File: src/design/cfr_pkg.sv
// Package for the CRC-checked frame receiver: payload structs, status codes,
// register indexes and CRC-16/MODBUS constants. No dependencies.
`timescale 1ns / 1ps
`default_nettype none

package cfr_pkg;

    // CRC-16/MODBUS, reflected
    localparam logic [15:0] CRC_POLY = 16'hA001;
    localparam logic [15:0] CRC_INIT = 16'hFFFF;

    localparam int unsigned COUNT_W = 17;
    localparam logic [COUNT_W-1:0] COUNT_MAX = {COUNT_W{1'b1}};
    localparam logic [7:0] MIN_OVERHEAD = 8'd11;

    // configuration register indexes
    localparam int unsigned CFG_INDEX_W = 2;
    localparam logic [CFG_INDEX_W-1:0] CFG_HEAD_BYTE        = 2'd0;
    localparam logic [CFG_INDEX_W-1:0] CFG_RESPONSE_VERSION = 2'd1;
    localparam logic [CFG_INDEX_W-1:0] CFG_TAIL_BYTE        = 2'd2;
    localparam logic [CFG_INDEX_W-1:0] CFG_OVERHEAD_LENGTH  = 2'd3;

    localparam logic [7:0] RST_HEAD_BYTE        = 8'h7E;
    localparam logic [7:0] RST_RESPONSE_VERSION = 8'h00;
    localparam logic [7:0] RST_TAIL_BYTE        = 8'h0D;
    localparam logic [7:0] RST_OVERHEAD_LENGTH  = 8'd11;

    typedef enum logic [2:0] {
        ST_NEED_MORE    = 3'd0,
        ST_BAD_TAIL     = 3'd1,
        ST_BAD_VERSION  = 3'd2,
        ST_DEVICE_ERROR = 3'd3,
        ST_BAD_CRC      = 3'd4,
        ST_ACCEPTED     = 3'd5
    } t_status;

    typedef struct packed {
        logic [7:0] head_byte;
        logic [7:0] response_version;
        logic [7:0] tail_byte;
        logic [7:0] overhead_length;
    } t_cfg;

    typedef struct packed {
        logic [7:0] data_byte;
        logic       chunk_first;
        logic       chunk_last;
        logic [9:0] chunk_length;
    } t_in_item;

    typedef struct packed {
        logic [2:0]         status;
        logic [7:0]         command_id;
        logic [COUNT_W-1:0] frame_length;
        logic               both_received;
    } t_out_item;

endpackage

`default_nettype wire

File: src/design/cfr_crc16_step.sv
// One-byte CRC-16/MODBUS update, combinational (eight shift/xor steps).
// Depends on cfr_pkg for the polynomial.
`timescale 1ns / 1ps
`default_nettype none

module cfr_crc16_step (
    input  wire logic [15:0] i_crc,
    input  wire logic [7:0]  i_byte,
    output logic      [15:0] o_crc
);

    logic [15:0] acc;

    always_comb begin
        acc = i_crc ^ {8'h00, i_byte};
        for (int i = 0; i < 8; i++) begin
            if (acc[0]) begin
                acc = (acc >> 1) ^ cfr_pkg::CRC_POLY;
            end else begin
                acc = acc >> 1;
            end
        end
        o_crc = acc;
    end

endmodule

`default_nettype wire

File: src/design/cfr_frame_core.sv
// Frame tracking state and end-of-chunk checks for one byte per step.
// Depends on cfr_pkg and cfr_crc16_step.
`timescale 1ns / 1ps
`default_nettype none

module cfr_frame_core (
    input  wire logic                i_clk,
    input  wire logic                i_rst_n,
    input  wire logic                i_step,
    input  wire cfr_pkg::t_in_item   i_item,
    input  wire cfr_pkg::t_cfg       i_cfg,
    output cfr_pkg::t_out_item       o_result
);

    localparam int unsigned CW = cfr_pkg::COUNT_W;

    logic [CW-1:0] r_bytes_held, n_bytes_held;
    logic [CW-1:0] r_expected, n_expected;
    logic          r_restarting, n_restarting;
    logic [7:0]    r_version, n_version;
    logic [7:0]    r_dev_error, n_dev_error;
    logic [7:0]    r_command, n_command;
    logic [23:0]   r_last_three, n_last_three;
    logic [15:0]   r_crc, n_crc;
    logic [7:0]    r_first_id, n_first_id;
    logic          r_first_id_valid, n_first_id_valid;
    logic          r_two_ids, n_two_ids;

    logic [7:0]    ovh;
    logic [CW-1:0] ovh_ext;
    logic [CW-1:0] need;
    logic          restart;
    logic [CW-1:0] pos;
    logic [15:0]   crc_base;
    logic [23:0]   l3_base;
    logic [15:0]   crc_stepped;
    logic [7:0]    d;
    cfr_pkg::t_status status;

    cfr_crc16_step u_crc (
        .i_crc  (crc_base),
        .i_byte (l3_base[23:16]),
        .o_crc  (crc_stepped)
    );

    always_comb begin
        d       = i_item.data_byte;
        ovh     = (i_cfg.overhead_length < cfr_pkg::MIN_OVERHEAD) ?
                  cfr_pkg::MIN_OVERHEAD : i_cfg.overhead_length;
        ovh_ext = {{(CW-8){1'b0}}, ovh};
        restart = i_item.chunk_first && (i_item.chunk_length > {2'b00, ovh}) &&
                  (d == i_cfg.head_byte) && (r_bytes_held >= r_expected);

        // chunk start: possibly restart the frame
        n_restarting = i_item.chunk_first ? restart : r_restarting;
        pos          = restart ? '0 : r_bytes_held;
        n_expected   = restart ? ovh_ext : r_expected;
        crc_base     = restart ? cfr_pkg::CRC_INIT : r_crc;
        l3_base      = restart ? 24'h000000 : r_last_three;
        n_version    = restart ? 8'h00 : r_version;
        n_dev_error  = restart ? 8'h00 : r_dev_error;
        n_command    = restart ? 8'h00 : r_command;

        // CRC lags three bytes behind so the trailer stays out of it
        n_crc        = (pos >= CW'(3)) ? crc_stepped : crc_base;
        n_last_three = {l3_base[15:0], d};

        if (pos == CW'(1)) begin
            n_version = d;
        end else if (pos == CW'(4)) begin
            n_dev_error = d;
        end else if (pos == CW'(5)) begin
            n_command = d;
        end
        if (n_restarting) begin
            if (pos == CW'(6)) begin
                n_expected = n_expected + {1'b0, d, 8'h00};
            end else if (pos == CW'(7)) begin
                n_expected   = n_expected + {{(CW-8){1'b0}}, d};
                n_restarting = 1'b0;
            end
        end
        n_bytes_held = (pos < cfr_pkg::COUNT_MAX) ? pos + CW'(1) : pos;

        // end-of-chunk checks
        need = (n_expected > ovh_ext) ? n_expected : ovh_ext;
        if (n_bytes_held < need) begin
            status = cfr_pkg::ST_NEED_MORE;
        end else if (d != i_cfg.tail_byte) begin
            status = cfr_pkg::ST_BAD_TAIL;
        end else if (n_version != i_cfg.response_version) begin
            status = cfr_pkg::ST_BAD_VERSION;
        end else if (n_dev_error != 8'h00) begin
            status = cfr_pkg::ST_DEVICE_ERROR;
        end else if (n_crc != n_last_three[23:8]) begin
            status = cfr_pkg::ST_BAD_CRC;
        end else begin
            status = cfr_pkg::ST_ACCEPTED;
        end

        n_first_id       = r_first_id;
        n_first_id_valid = r_first_id_valid;
        n_two_ids        = r_two_ids;
        if (i_item.chunk_last) begin
            n_restarting = 1'b0;
            if (status == cfr_pkg::ST_ACCEPTED) begin
                if (!r_first_id_valid) begin
                    n_first_id       = n_command;
                    n_first_id_valid = 1'b1;
                end else if (n_command != r_first_id) begin
                    n_two_ids = 1'b1;
                end
            end
        end

        o_result.status        = status;
        o_result.command_id    = n_command;
        o_result.frame_length  = n_bytes_held;
        o_result.both_received = n_two_ids;
    end

    always_ff @(posedge i_clk) begin
        if (!i_rst_n) begin
            r_bytes_held     <= '0;
            r_expected       <= '0;
            r_restarting     <= 1'b0;
            r_version        <= 8'h00;
            r_dev_error      <= 8'h00;
            r_command        <= 8'h00;
            r_last_three     <= 24'h000000;
            r_crc            <= cfr_pkg::CRC_INIT;
            r_first_id       <= 8'h00;
            r_first_id_valid <= 1'b0;
            r_two_ids        <= 1'b0;
        end else if (i_step) begin
            r_bytes_held     <= n_bytes_held;
            r_expected       <= n_expected;
            r_restarting     <= n_restarting;
            r_version        <= n_version;
            r_dev_error      <= n_dev_error;
            r_command        <= n_command;
            r_last_three     <= n_last_three;
            r_crc            <= n_crc;
            r_first_id       <= n_first_id;
            r_first_id_valid <= n_first_id_valid;
            r_two_ids        <= n_two_ids;
        end
    end

endmodule

`default_nettype wire

File: src/design/crc_checked_frame_receiver.sv
// Top level of the CRC-checked frame receiver: config registers, input and
// result registers around cfr_frame_core. Depends on cfr_pkg and cfr_frame_core.
//
// Usage:
//   Input channel (i_in_valid / o_in_ready / i_in_item) carries one received
//   byte per request, tagged with chunk start, chunk end and chunk length.
//   Output channel (o_out_valid / i_out_ready / o_out_item) carries one
//   result request for each byte that ends a chunk: status, command id,
//   frame length and the two-ids flag. Other bytes give no result.
//   Config port: i_cfg_we writes i_cfg_data into register i_cfg_index
//   (head byte, response version, tail byte, overhead length); the user must
//   write only while the block is idle; the block itself does not enforce it.
//   Result path: a chunk-ending byte is held in the input register, and its
//   result is loaded into the result register once the result slot is free.
//   Throughput: one byte per cycle while no chunk-ending byte waits for the
//   result slot; the next frame state and bytewise CRC update are combinational.
//   Reset (synchronous, active low) empties both registers, clears the
//   frame state, presets the CRC to all ones and loads register defaults.
//   Stall: while a result waits, bytes that end no chunk still go through;
//   a chunk-ending byte waits in the input register, and ready drops only
//   when that register is held.
`timescale 1ns / 1ps
`default_nettype none

module crc_checked_frame_receiver (
    input  wire logic                               i_clk,
    input  wire logic                               i_rst_n,
    input  wire logic                               i_in_valid,
    output logic                                    o_in_ready,
    input  wire cfr_pkg::t_in_item                  i_in_item,
    output logic                                    o_out_valid,
    input  wire logic                               i_out_ready,
    output cfr_pkg::t_out_item                      o_out_item,
    input  wire logic                               i_cfg_we,
    input  wire logic [cfr_pkg::CFG_INDEX_W-1:0]    i_cfg_index,
    input  wire logic [7:0]                         i_cfg_data
);

    cfr_pkg::t_cfg      r_cfg;
    logic               r_in_valid;
    cfr_pkg::t_in_item  r_in_item;
    logic               r_out_valid;
    cfr_pkg::t_out_item r_out_item;

    cfr_pkg::t_out_item result;
    logic               out_free;
    logic               step;

    // result slot is free if empty or being drained this cycle
    assign out_free   = !r_out_valid || i_out_ready;
    // a held byte moves on unless it would need the busy result slot
    assign step       = r_in_valid && (!r_in_item.chunk_last || out_free);
    assign o_in_ready = !r_in_valid || step;

    assign o_out_valid = r_out_valid;
    assign o_out_item  = r_out_item;

    // configuration registers
    always_ff @(posedge i_clk) begin
        if (!i_rst_n) begin
            r_cfg.head_byte        <= cfr_pkg::RST_HEAD_BYTE;
            r_cfg.response_version <= cfr_pkg::RST_RESPONSE_VERSION;
            r_cfg.tail_byte        <= cfr_pkg::RST_TAIL_BYTE;
            r_cfg.overhead_length  <= cfr_pkg::RST_OVERHEAD_LENGTH;
        end else if (i_cfg_we) begin
            case (i_cfg_index)
                cfr_pkg::CFG_HEAD_BYTE:        r_cfg.head_byte        <= i_cfg_data;
                cfr_pkg::CFG_RESPONSE_VERSION: r_cfg.response_version <= i_cfg_data;
                cfr_pkg::CFG_TAIL_BYTE:        r_cfg.tail_byte        <= i_cfg_data;
                cfr_pkg::CFG_OVERHEAD_LENGTH:  r_cfg.overhead_length  <= i_cfg_data;
                default: begin
                end
            endcase
        end
    end

    // input register
    always_ff @(posedge i_clk) begin
        if (!i_rst_n) begin
            r_in_valid <= 1'b0;
        end else if (o_in_ready) begin
            r_in_valid <= i_in_valid;
        end
    end

    always_ff @(posedge i_clk) begin
        if (i_in_valid && o_in_ready) begin
            r_in_item <= i_in_item;
        end
    end

    cfr_frame_core u_core (
        .i_clk    (i_clk),
        .i_rst_n  (i_rst_n),
        .i_step   (step),
        .i_item   (r_in_item),
        .i_cfg    (r_cfg),
        .o_result (result)
    );

    // result register
    always_ff @(posedge i_clk) begin
        if (!i_rst_n) begin
            r_out_valid <= 1'b0;
        end else if (step && r_in_item.chunk_last) begin
            r_out_valid <= 1'b1;
        end else if (i_out_ready) begin
            r_out_valid <= 1'b0;
        end
    end

    always_ff @(posedge i_clk) begin
        if (step && r_in_item.chunk_last) begin
            r_out_item <= result;
        end
    end

endmodule

`default_nettype wire

File: config.mk
export PLATFORM = sky130hd
export DESIGN_NAME = crc_checked_frame_receiver
export DESIGN_NICKNAME = d
export VERILOG_FILES = /design/src/design/cfr_pkg.sv /design/src/design/cfr_crc16_step.sv /design/src/design/cfr_frame_core.sv /design/src/design/crc_checked_frame_receiver.sv
export SDC_FILE = /design/constraint.sdc
export NUM_CORES = 1
export LEC_CHECK = 0
export ABC_AREA = 1
export BUFFER_PORTS_ARGS = -buffer_cell sky130_fd_sc_hd__clkbuf_2
export CORE_UTILIZATION = 56
export CTS_CLUSTER_DIAMETER = 40
export DETAILED_ROUTE_END_ITERATION = 8
export PLACE_DENSITY = 0.8
export SLEW_MARGIN = 40
export SYNTH_ARGS = -nofsm -noshare
export SYNTH_HDL_FRONTEND = slang
export SYNTH_SLANG_ARGS = --single-unit
File: constraint.sdc
create_clock -name i_clk -period 6.8 [get_ports i_clk]
set_input_delay 1.36 -clock i_clk [delete_from_list [all_inputs] [get_ports i_clk]]
set_output_delay 1.36 -clock i_clk [all_outputs]
set_load 0.01 [all_outputs]
==> out/summary.txt, run 1 <==
=================================================================================================================
Total die area                                                                                         22,100 µm²
Ports                                                                                                          66
Highest cell delay on the worst timing path                                                               0.37 ns
Initial antenna violation count                                                                                 0
Total track usage                                                                                           0.300
Source-to-sink clock delay at the later pin of the worst-skew pair                                        0.46 ns
Sequential fraction of the synthesis area                                                                   0.359
Total number of placement rows                                                                                 53
Cell area reported after detailed placement                                                            12,800 µm²
Number of global-route vias before repair                                                                   10.5k
Relative contribution of combinational cells to total power                                                 0.241
Number of failing hold endpoints at the final stage                                                             0
Die Height                                                                                                 149 µm
Clock Root Buffer                                                                                       clkbuf_16
Number of diodes added for antenna fixing                                                                       0
Proportion of power drawn by the clock network                                                              0.340
Remaining DRCs                                                                                                  0
Count of vias placed by the detailed router                                                                 11.6k
Endpoint required time on the critical path                                                               7.15 ns
DIE WIDTH                                                                                                  149 µm
Arithmetic-cell share of the synthesized area counting full adders, half adders and majority gates         0.0749
Maximum number of pins on one net before global-route repair                                                  114
Worst rel slew slack                                                                                        0.462
Count of warnings emitted by yosys                                                                              0
Post-synthesis share of cell area spent on and, or, nand and nor gates                                      0.260
Number of instances on the worst hold path                                                                      2
Start point of the worst min-delay path                                                              u_core.r_crc[15]
Peak ir drop on the vdd network                                                                          0.172 mV
Critical path's slowest cell                                                                              dfxtp_4
Dominant synthesized flop cell                                                                            dfxtp_1
Gate count of the mapped netlist                                                                            1,695
Switching power                                                                                           1.05 mW
Per-cell via count in the routed design                                                                      5.59
Detail Placement HPWL                                                                                   23,800 µm
Launch point of the worst reg-to-reg path                                                                r_cfg[7]
Fmax                                                                                                      153 MHz
Hold buffer count at CTS                                                                                        0
Fraction of registers with async set or reset after synthesis                                                   0
Worst setup skew after layout                                                                           0.0152 ns
Unrepaired setup endpoints after global routing                                                               yes
Leakage dissipation                                                                                       6.55 nW
Critical path startpoint category                                                                            flop
Avg Cell Area, Syn                                                                                       7.11 µm²
Port-buffer cells                                                                                              65
Number of setup violations in the final report                                                                  0
Total detailed-routing wirelength                                                                       32,800 µm
Slew at the pin closest to its max-slew limit                                                            0.807 ns
First DRT Iteration DRCs                                                                                    1,029
Total overflow reported by the global router                                                                    0
Crit path max fanout                                                                                           10
Number of flip-flops and latches in the synthesized netlist                                                   192
TritonCTS clock tree                                                                                          yes
Clock transition time at the flip-flop clock pins of the worst setup and hold paths                       0.09 ns
Worst hold path type                                                                                 flop to flop
Gp weighted congestion                                                                                      0.937
Number of enable flip-flop cells after synthesis                                                               49
Pre-antenna DRT Iters                                                                                           7
Crit path from                                                                                           r_cfg[7]
Main combinational cell family by area after synthesis                                               simple AND/OR/NAND/NOR gates
Final critical delay including setup and external delays                                                  6.55 ns
Endpoint class of the critical path                                                                          flop
Count of nets after finishing                                                                               1,888
Internal                                                                                                  2.02 mW
Wire length of the first global-routing pass                                                            52,400 µm
Synth Cell Area                                                                                        12,100 µm²
Switching portion of total power                                                                            0.342
Cell with the most instances on the worst path                                                             nor2_1
Area growth from synthesis to final layout                                                                  15.0%
Cell area after layout                                                                                 13,900 µm²
Post-route worst hold slack                                                                              0.468 ns
WS Path Type                                                                                         flop to flop
DR WL/cell                                                                                                15.9 µm
Clock buffer count from CTS                                                                                    17
XOR/XNOR Fraction of Synth Area                                                                            0.0515
Starting utilization of the core area                                                                       0.572
Post-route fraction of the period consumed by the critical path                                             0.963
Total area of multi-input combinational cells                                                            6770 µm²
Worst R2R Path Depth                                                                                           47
Sequential standard cell area                                                                            4340 µm²
Floorplan core area                                                                                    21,100 µm²
Count of filler cells inserted in the layout                                                                1,859
Share of cells above drive strength 1                                                                       0.155
Power density relative to cell area                                                                    221 nW/µm²
Post-detailed-route count of antenna-violating nets                                                             0
Fraction of the mapped netlist area in compound gates                                                       0.153
Arrival time reported for the critical path endpoint                                                      6.90 ns
H-tree depth                                                                                                    4
Synth cell types                                                                                               58
Multiplexer area fraction after synthesis                                                                       0
Number of max-cap violations                                                                                    0
Clk buf depth                                                                                                   2
Part of the total power dissipated in sequential elements                                                   0.419
Clock Sink Count                                                                                              192
Synthesized netlist net count                                                                               1,801
Final-report max-slew violation count                                                                           0
Run status                                                                                           finished, final reports clean
=================================================================================================================
## final timing paths
kind | end | slack, ns
setup reg to reg | u_core.r_first_id[0] | 0.25
hold reg to reg | u_core.r_crc[15] | 0.47
setup / recovery | u_core.r_first_id[0] | 0.25
hold / removal | u_core.r_crc[15] | 0.47
## stage by stage
stage / power, mW / std cells / setup TNS [ns] / util / setup slack (ns)
2_1_floorplan: 1.81 / 1695 / 0 / - / 0.0247
3_3_place_gp: 1.97 / 2020 / 0 / 0.607 / 0.0987
3_5_place_dp: 1.99 / 2020 / -1.32 / 0.607 / -0.175
4_1_cts: 3.03 / 2052 / 0 / 0.637 / 0.0632
5_1_grt: 3.22 / 2070 / -1.27 / 0.657 / -0.175
6_report: 3.06 / 2070 / 0 / 0.657 / 0.252
## layout by cell type, fill, tap and decap left out, types with 4 or more instances in the layout
master | Yosys | layout
nor2_4 | 3 | 7
buf_4 | 2 | 57
o21ai_1 | 14 | 27
clkinv_8 | 0 | 6
a21oi_1 | 127 | 118
nand2_2 | 12 | 21
inv_1 | 233 | 227
nor4_1 | 8 | 6
dfxtp_1 | 143 | 142
clkbuf_16 | 0 | 18
a21oi_2 | 0 | 8
o21ai_2 | 3 | 4
xnor2_1 | 28 | 28
nor3_1 | 14 | 12
nor3_2 | 3 | 5
xor2_1 | 41 | 41
clkbuf_2 | 0 | 65
nand2_1 | 323 | 312
nand3_2 | 9 | 12
ha_1 | 69 | 65
nand4_1 | 13 | 13
inv_6 | 0 | 5
o21ai_0 | 164 | 149
nand3_1 | 103 | 100
edfxtp_1 | 49 | 49
nor2_2 | 5 | 13
o211ai_1 | 12 | 12
nand2_4 | 4 | 5
inv_2 | 9 | 14
nor2_1 | 204 | 192
## registers in the layout, indices dropped and copies added (netlist names)
name / count
o_out_item: 29
o_out_valid: 1
r_cfg: 32
r_in_item: 20
r_in_valid: 1
u_core.r_bytes_held: 17
u_core.r_command: 8
u_core.r_crc: 16
u_core.r_dev_error: 8
u_core.r_expected: 17
u_core.r_first_id: 8
u_core.r_first_id_valid: 1
u_core.r_last_three: 24
u_core.r_restarting: 1
u_core.r_two_ids: 1
u_core.r_version: 8
## critical path: cells and delay by family, from the launching register on
family | cells | cell delay, ns
AND/OR/NAND/NOR | 28 | 3.12
adder cells (fa/ha/maj) | 3 | 0.83
AO/OA/AOI/OAI | 8 | 1.13
buffers and inverters | 8 | 1.01
flip-flops | 1 | 0.37
## synthesized netlist by cell type, drive strengths merged (3+ instances only)
| library cell | instances | area [µm²] |
|---|---|---|
| xor2 | 42 | 375 |
| clkbuf | 40 | 150 |
| nor4 | 8 | 50.1 |
| dfxtp | 143 | 2860 |
| xnor2 | 28 | 245 |
| a211oi | 3 | 22.5 |
| o41ai | 3 | 52.6 |
| buf | 21 | 145 |
| clkinv | 3 | 11.3 |
| o21bai | 3 | 22.5 |
| nand2 | 339 | 1330 |
| nand4 | 14 | 103 |
| inv | 242 | 908 |
| ha | 69 | 863 |
| a21oi | 128 | 652 |
| o211ai | 13 | 103 |
| nand3 | 113 | 623 |
| or2 | 4 | 25.0 |
| edfxtp | 49 | 1470 |
| nor2 | 212 | 831 |
| nor3 | 18 | 116 |
| o21ai | 181 | 917 |
## metal layers
metal	global-route usage	share of wire	vias to the layer above
li1	-	-	5690
met1	0.405	0.44	5380
met2	0.491	0.47	438
met3	0.0388	0.063	67
met4	0.109	0.029	0
met5	0	0	-
## power by group through the flow
stage                     registers, mW  logic, mW  clock network [mW]
after floorplan                    1.30      0.511                   0
after global placement             1.31      0.664                   0
after detailed placement           1.31      0.684                   0
after CTS                          1.28      0.691                1.05
after global routing               1.29      0.833                1.10
final                              1.28      0.739                1.04
## cell families (layout without fill, tap and decap cells)
kind of cell | count (synthesis) | after routing
AOI/OAI and AO/OA | 341 | 341
and+or+nand+nor | 715 | 715
buffers and inverters | 306 | 406
adders and majority gates | 71 | 71
xor gates and xnor gates | 70 | 70
DFF | 192 | 192
## area by class of cell
class / instances / share of cell area
clock buffer: 17 / 0.0307
multi-input combinational: 1197 / 0.488
timing repair inverter: 1 / 0.000542
timing repair buffer: 128 / 0.0615
tap: 275 / 0.0248
clock inverter: 15 / 0.0144
inverter: 245 / 0.0669
sequential: 192 / 0.313
## timing repair
action / CTS / global route
resized for setup: 4 / 74
cloned: 0 / 2
pin swaps: 0 / 21
buffers inserted: 0 / 16
endpoints found under the setup margin: 10 / 14
Note: power is estimated with default switching activity, not from simulation.
==> run 2, diff against run 1 <==
- CELL_PAD_IN_SITES_DETAIL_PLACEMENT: unset -> 0
- CELL_PAD_IN_SITES_GLOBAL_PLACEMENT: unset -> 1
- CORE_MARGIN: unset -> 2
- CORE_UTILIZATION: 56 -> 41
==> run 2 against run 1 <==
  * Die area grew 39%
  * Via count shrank 2.3%
  * Critical path depth rose by 2
  * Wire length grew 10%
  * Sequential share of layout area shrank 1.5 points
  * Non-clock buffer count increased by 18
  * Register-to-register slack got worse by 0.03 ns
  * Worst hold slack better by 0.0011 ns
  * Sequential cell count is the same
  * Utilization down 15 points
  * Fmax down 0.41%
==> out/summary.txt, run 2 (synthesis results as in run 1) <==
==================================================================================================
Peak ir drop on the vdd network                                                           0.182 mV
Post-route fraction of the period consumed by the critical path                              0.967
Crit path from                                                                            r_cfg[7]
Ports                                                                                           66
Number of max-cap violations                                                                     0
Critical path startpoint category                                                             flop
Highest cell delay on the worst timing path                                                0.35 ns
Non-filler instance count after layout                                                       2,198
Arrival time reported for the critical path endpoint                                       6.97 ns
Final design utilization                                                                     0.505
Top cell family by delay on the critical path                                         simple AND/OR/NAND/NOR gates
Worst setup skew after layout                                                            0.0175 ns
DIE WIDTH                                                                                   175 µm
Post-Place Setup Slack                                                                  -0.0789 ns
Worst-case setup margin in the final layout                                               0.225 ns
Number of cells after detailed placement                                                     2,140
Start point of the worst min-delay path                                               u_core.r_crc[15]
Final critical delay including setup and external delays                                   6.57 ns
Clk buf depth                                                                                    2
Clock Sink Count                                                                               192
Number of diodes added for antenna fixing                                                        0
Register with the most flip-flops                                                            r_cfg
Worst rel slew slack                                                                         0.472
DR WL/cell                                                                                 16.5 µm
Total die area                                                                          30,800 µm²
Clock transition time at the flip-flop clock pins of the worst setup and hold paths        0.09 ns
Port-buffer cells                                                                               65
Count of buffering cells on the critical path with inverters included                            8
Max FFs per register                                                                            32
Cell with the most instances on the worst path                                              nor2_2
Count of filler cells inserted in the layout                                                 2,876
Post-detailed-route count of antenna-violating nets                                              0
Total number of placement rows                                                                  62
Total area of multi-input combinational cells                                             7130 µm²
Clock Root Buffer                                                                        clkbuf_16
Floorplan core area                                                                     28,900 µm²
Gp weighted congestion                                                                       0.874
Total overflow reported by the global router                                                     0
H-tree depth                                                                                     4
Number of global-route vias before repair                                                    10.4k
WS Path Type                                                                          flop to flop
Pre-antenna DRT Iters                                                                            5
Worst hold path type                                                                  flop to flop
Starting utilization of the core area                                                        0.418
Unrepaired setup endpoints after global routing                                                yes
Count of nets after finishing                                                                1,907
Slack of the worst reg-to-reg path                                                         0.23 ns
Slew at the pin closest to its max-slew limit                                             0.792 ns
Endpoint required time on the critical path                                                7.20 ns
Power density relative to cell area                                                     217 nW/µm²
Wire length of the first global-routing pass                                             55,300 µm
Share of cells above drive strength 1                                                        0.198
Critical path's slowest cell                                                               dfxtp_4
Fmax                                                                                       152 MHz
Detail Placement HPWL                                                                    25,900 µm
Hold buffer count at CTS                                                                         0
Number of setup violations in the final report                                                   0
Top library cells by usage in the layout, fill and taps aside                         nand2_1 (303), inv_1 (224), nor2_1 (184)
Total detailed-routing wirelength                                                        36,200 µm
Total track usage                                                                            0.229
Destination of the critical timing path                                               u_core.r_first_id[7]
Die Height                                                                                  175 µm
Area growth from synthesis to final layout                                                   20.8%
Count of vias placed by the detailed router                                                  11.3k
Sequential standard cell area                                                             4340 µm²
Post-route worst hold slack                                                               0.469 ns
Worst R2R Path Depth                                                                            49
Crit path max fanout                                                                             8
Leakage dissipation                                                                        6.72 nW
Remaining DRCs                                                                                   0
Source-to-sink clock delay at the later pin of the worst-skew pair                         0.45 ns
Launch point of the worst reg-to-reg path                                                 r_cfg[7]
Initial antenna violation count                                                                  0
Levels on crit path                                                                             49
Run status                                                                            finished, final reports clean
Number of failing hold endpoints at the final stage                                              0
Endpoint class of the critical path                                                           flop
Most common library cell in the layout ignoring fill and taps                              nand2_1
Maximum number of pins on one net before global-route repair                                   113
First DRT Iteration DRCs                                                                       734
Endpoint of the worst-slack reg-to-reg timing path                                    u_core.r_first_id[7]
Per-cell via count in the routed design                                                       5.15
Final-report max-slew violation count                                                            0
Number of instances on the worst hold path                                                       2
TritonCTS clock tree                                                                           yes
Clock buffer count from CTS                                                                     17
==================================================================================================
==> run 2: cell types whose count changed in the layout (fill, tap and decap cells not counted), moves of 9 or more <==
cell     before  now
buf_4        57   69
nand2_1     312  303
a21oi_1     118  109
nand2_2      21   30
o21ai_2       4   15
==> run 2: how the worst min path moves through the flow <==
stage | endpoint | slack (ns)
global placement | u_core.r_crc[15] | 0.45
finish | u_core.r_crc[15] | 0.47
detailed placement | u_core.r_crc[15] | 0.45
global route | u_core.r_crc[15] | 0.51
CTS | u_core.r_crc[15] | 0.47
floorplan | u_core.r_crc[15] | 0.43
==> run 2: layout make-up <==
type / count / share of cell area
timing repair inverter: 2 / 0.00103
timing repair buffer: 146 / 0.0710
sequential: 192 / 0.298
clock buffer: 17 / 0.0292
multi-input combinational: 1197 / 0.489
inverter: 245 / 0.0642
tap: 384 / 0.0330
clock inverter: 15 / 0.0143
==> run 2: power by group <==
group	leakage (nW)	internal, mW	switching (mW)	total (mW)
sequential	1.64	1.24	0.0463	1.28
combinational	4.78	0.297	0.508	0.805
clock	0.304	0.515	0.559	1.07
total	6.72	2.05	1.11	3.16
==> run 2: what timing repair did <==
action	in CTS	in global routing
cloned	0	3
buffers inserted	0	22
pin swaps	0	61
resized for setup	1	172
setup endpoints to repair	8	14
endpoints found under the hold margin	0	0
==> run 2: per-stage QoR <==
step	cell area (µm²)	TNS [ns]	power, mW
4_1_cts	13700	0	3.09
6_report	14600	0	3.16
3_3_place_gp	13000	0	2.01
3_5_place_dp	13000	-0.621	2.02
2_1_floorplan	12100	0	1.81
5_1_grt	14600	-1.39	3.33
==> run 2: tightest hold or removal path: cells and delay by family (launching register included) <==
kind,cells,cell delay [ns]
simple gates,1,0.05
compound gates,1,0.06
flops,1,0.33
==> run 2: layer usage <==
| metal | share of wire | wire length [µm] | global-route usage |
|---|---|---|---|
| met1 | 0.47 | 17100 | 0.320 |
| met2 | 0.46 | 16800 | 0.368 |
| met3 | 0.042 | 1510 | 0.0312 |
| met4 | 0.023 | 824 | 0.0671 |
| met5 | 0 | 0 | 0 |
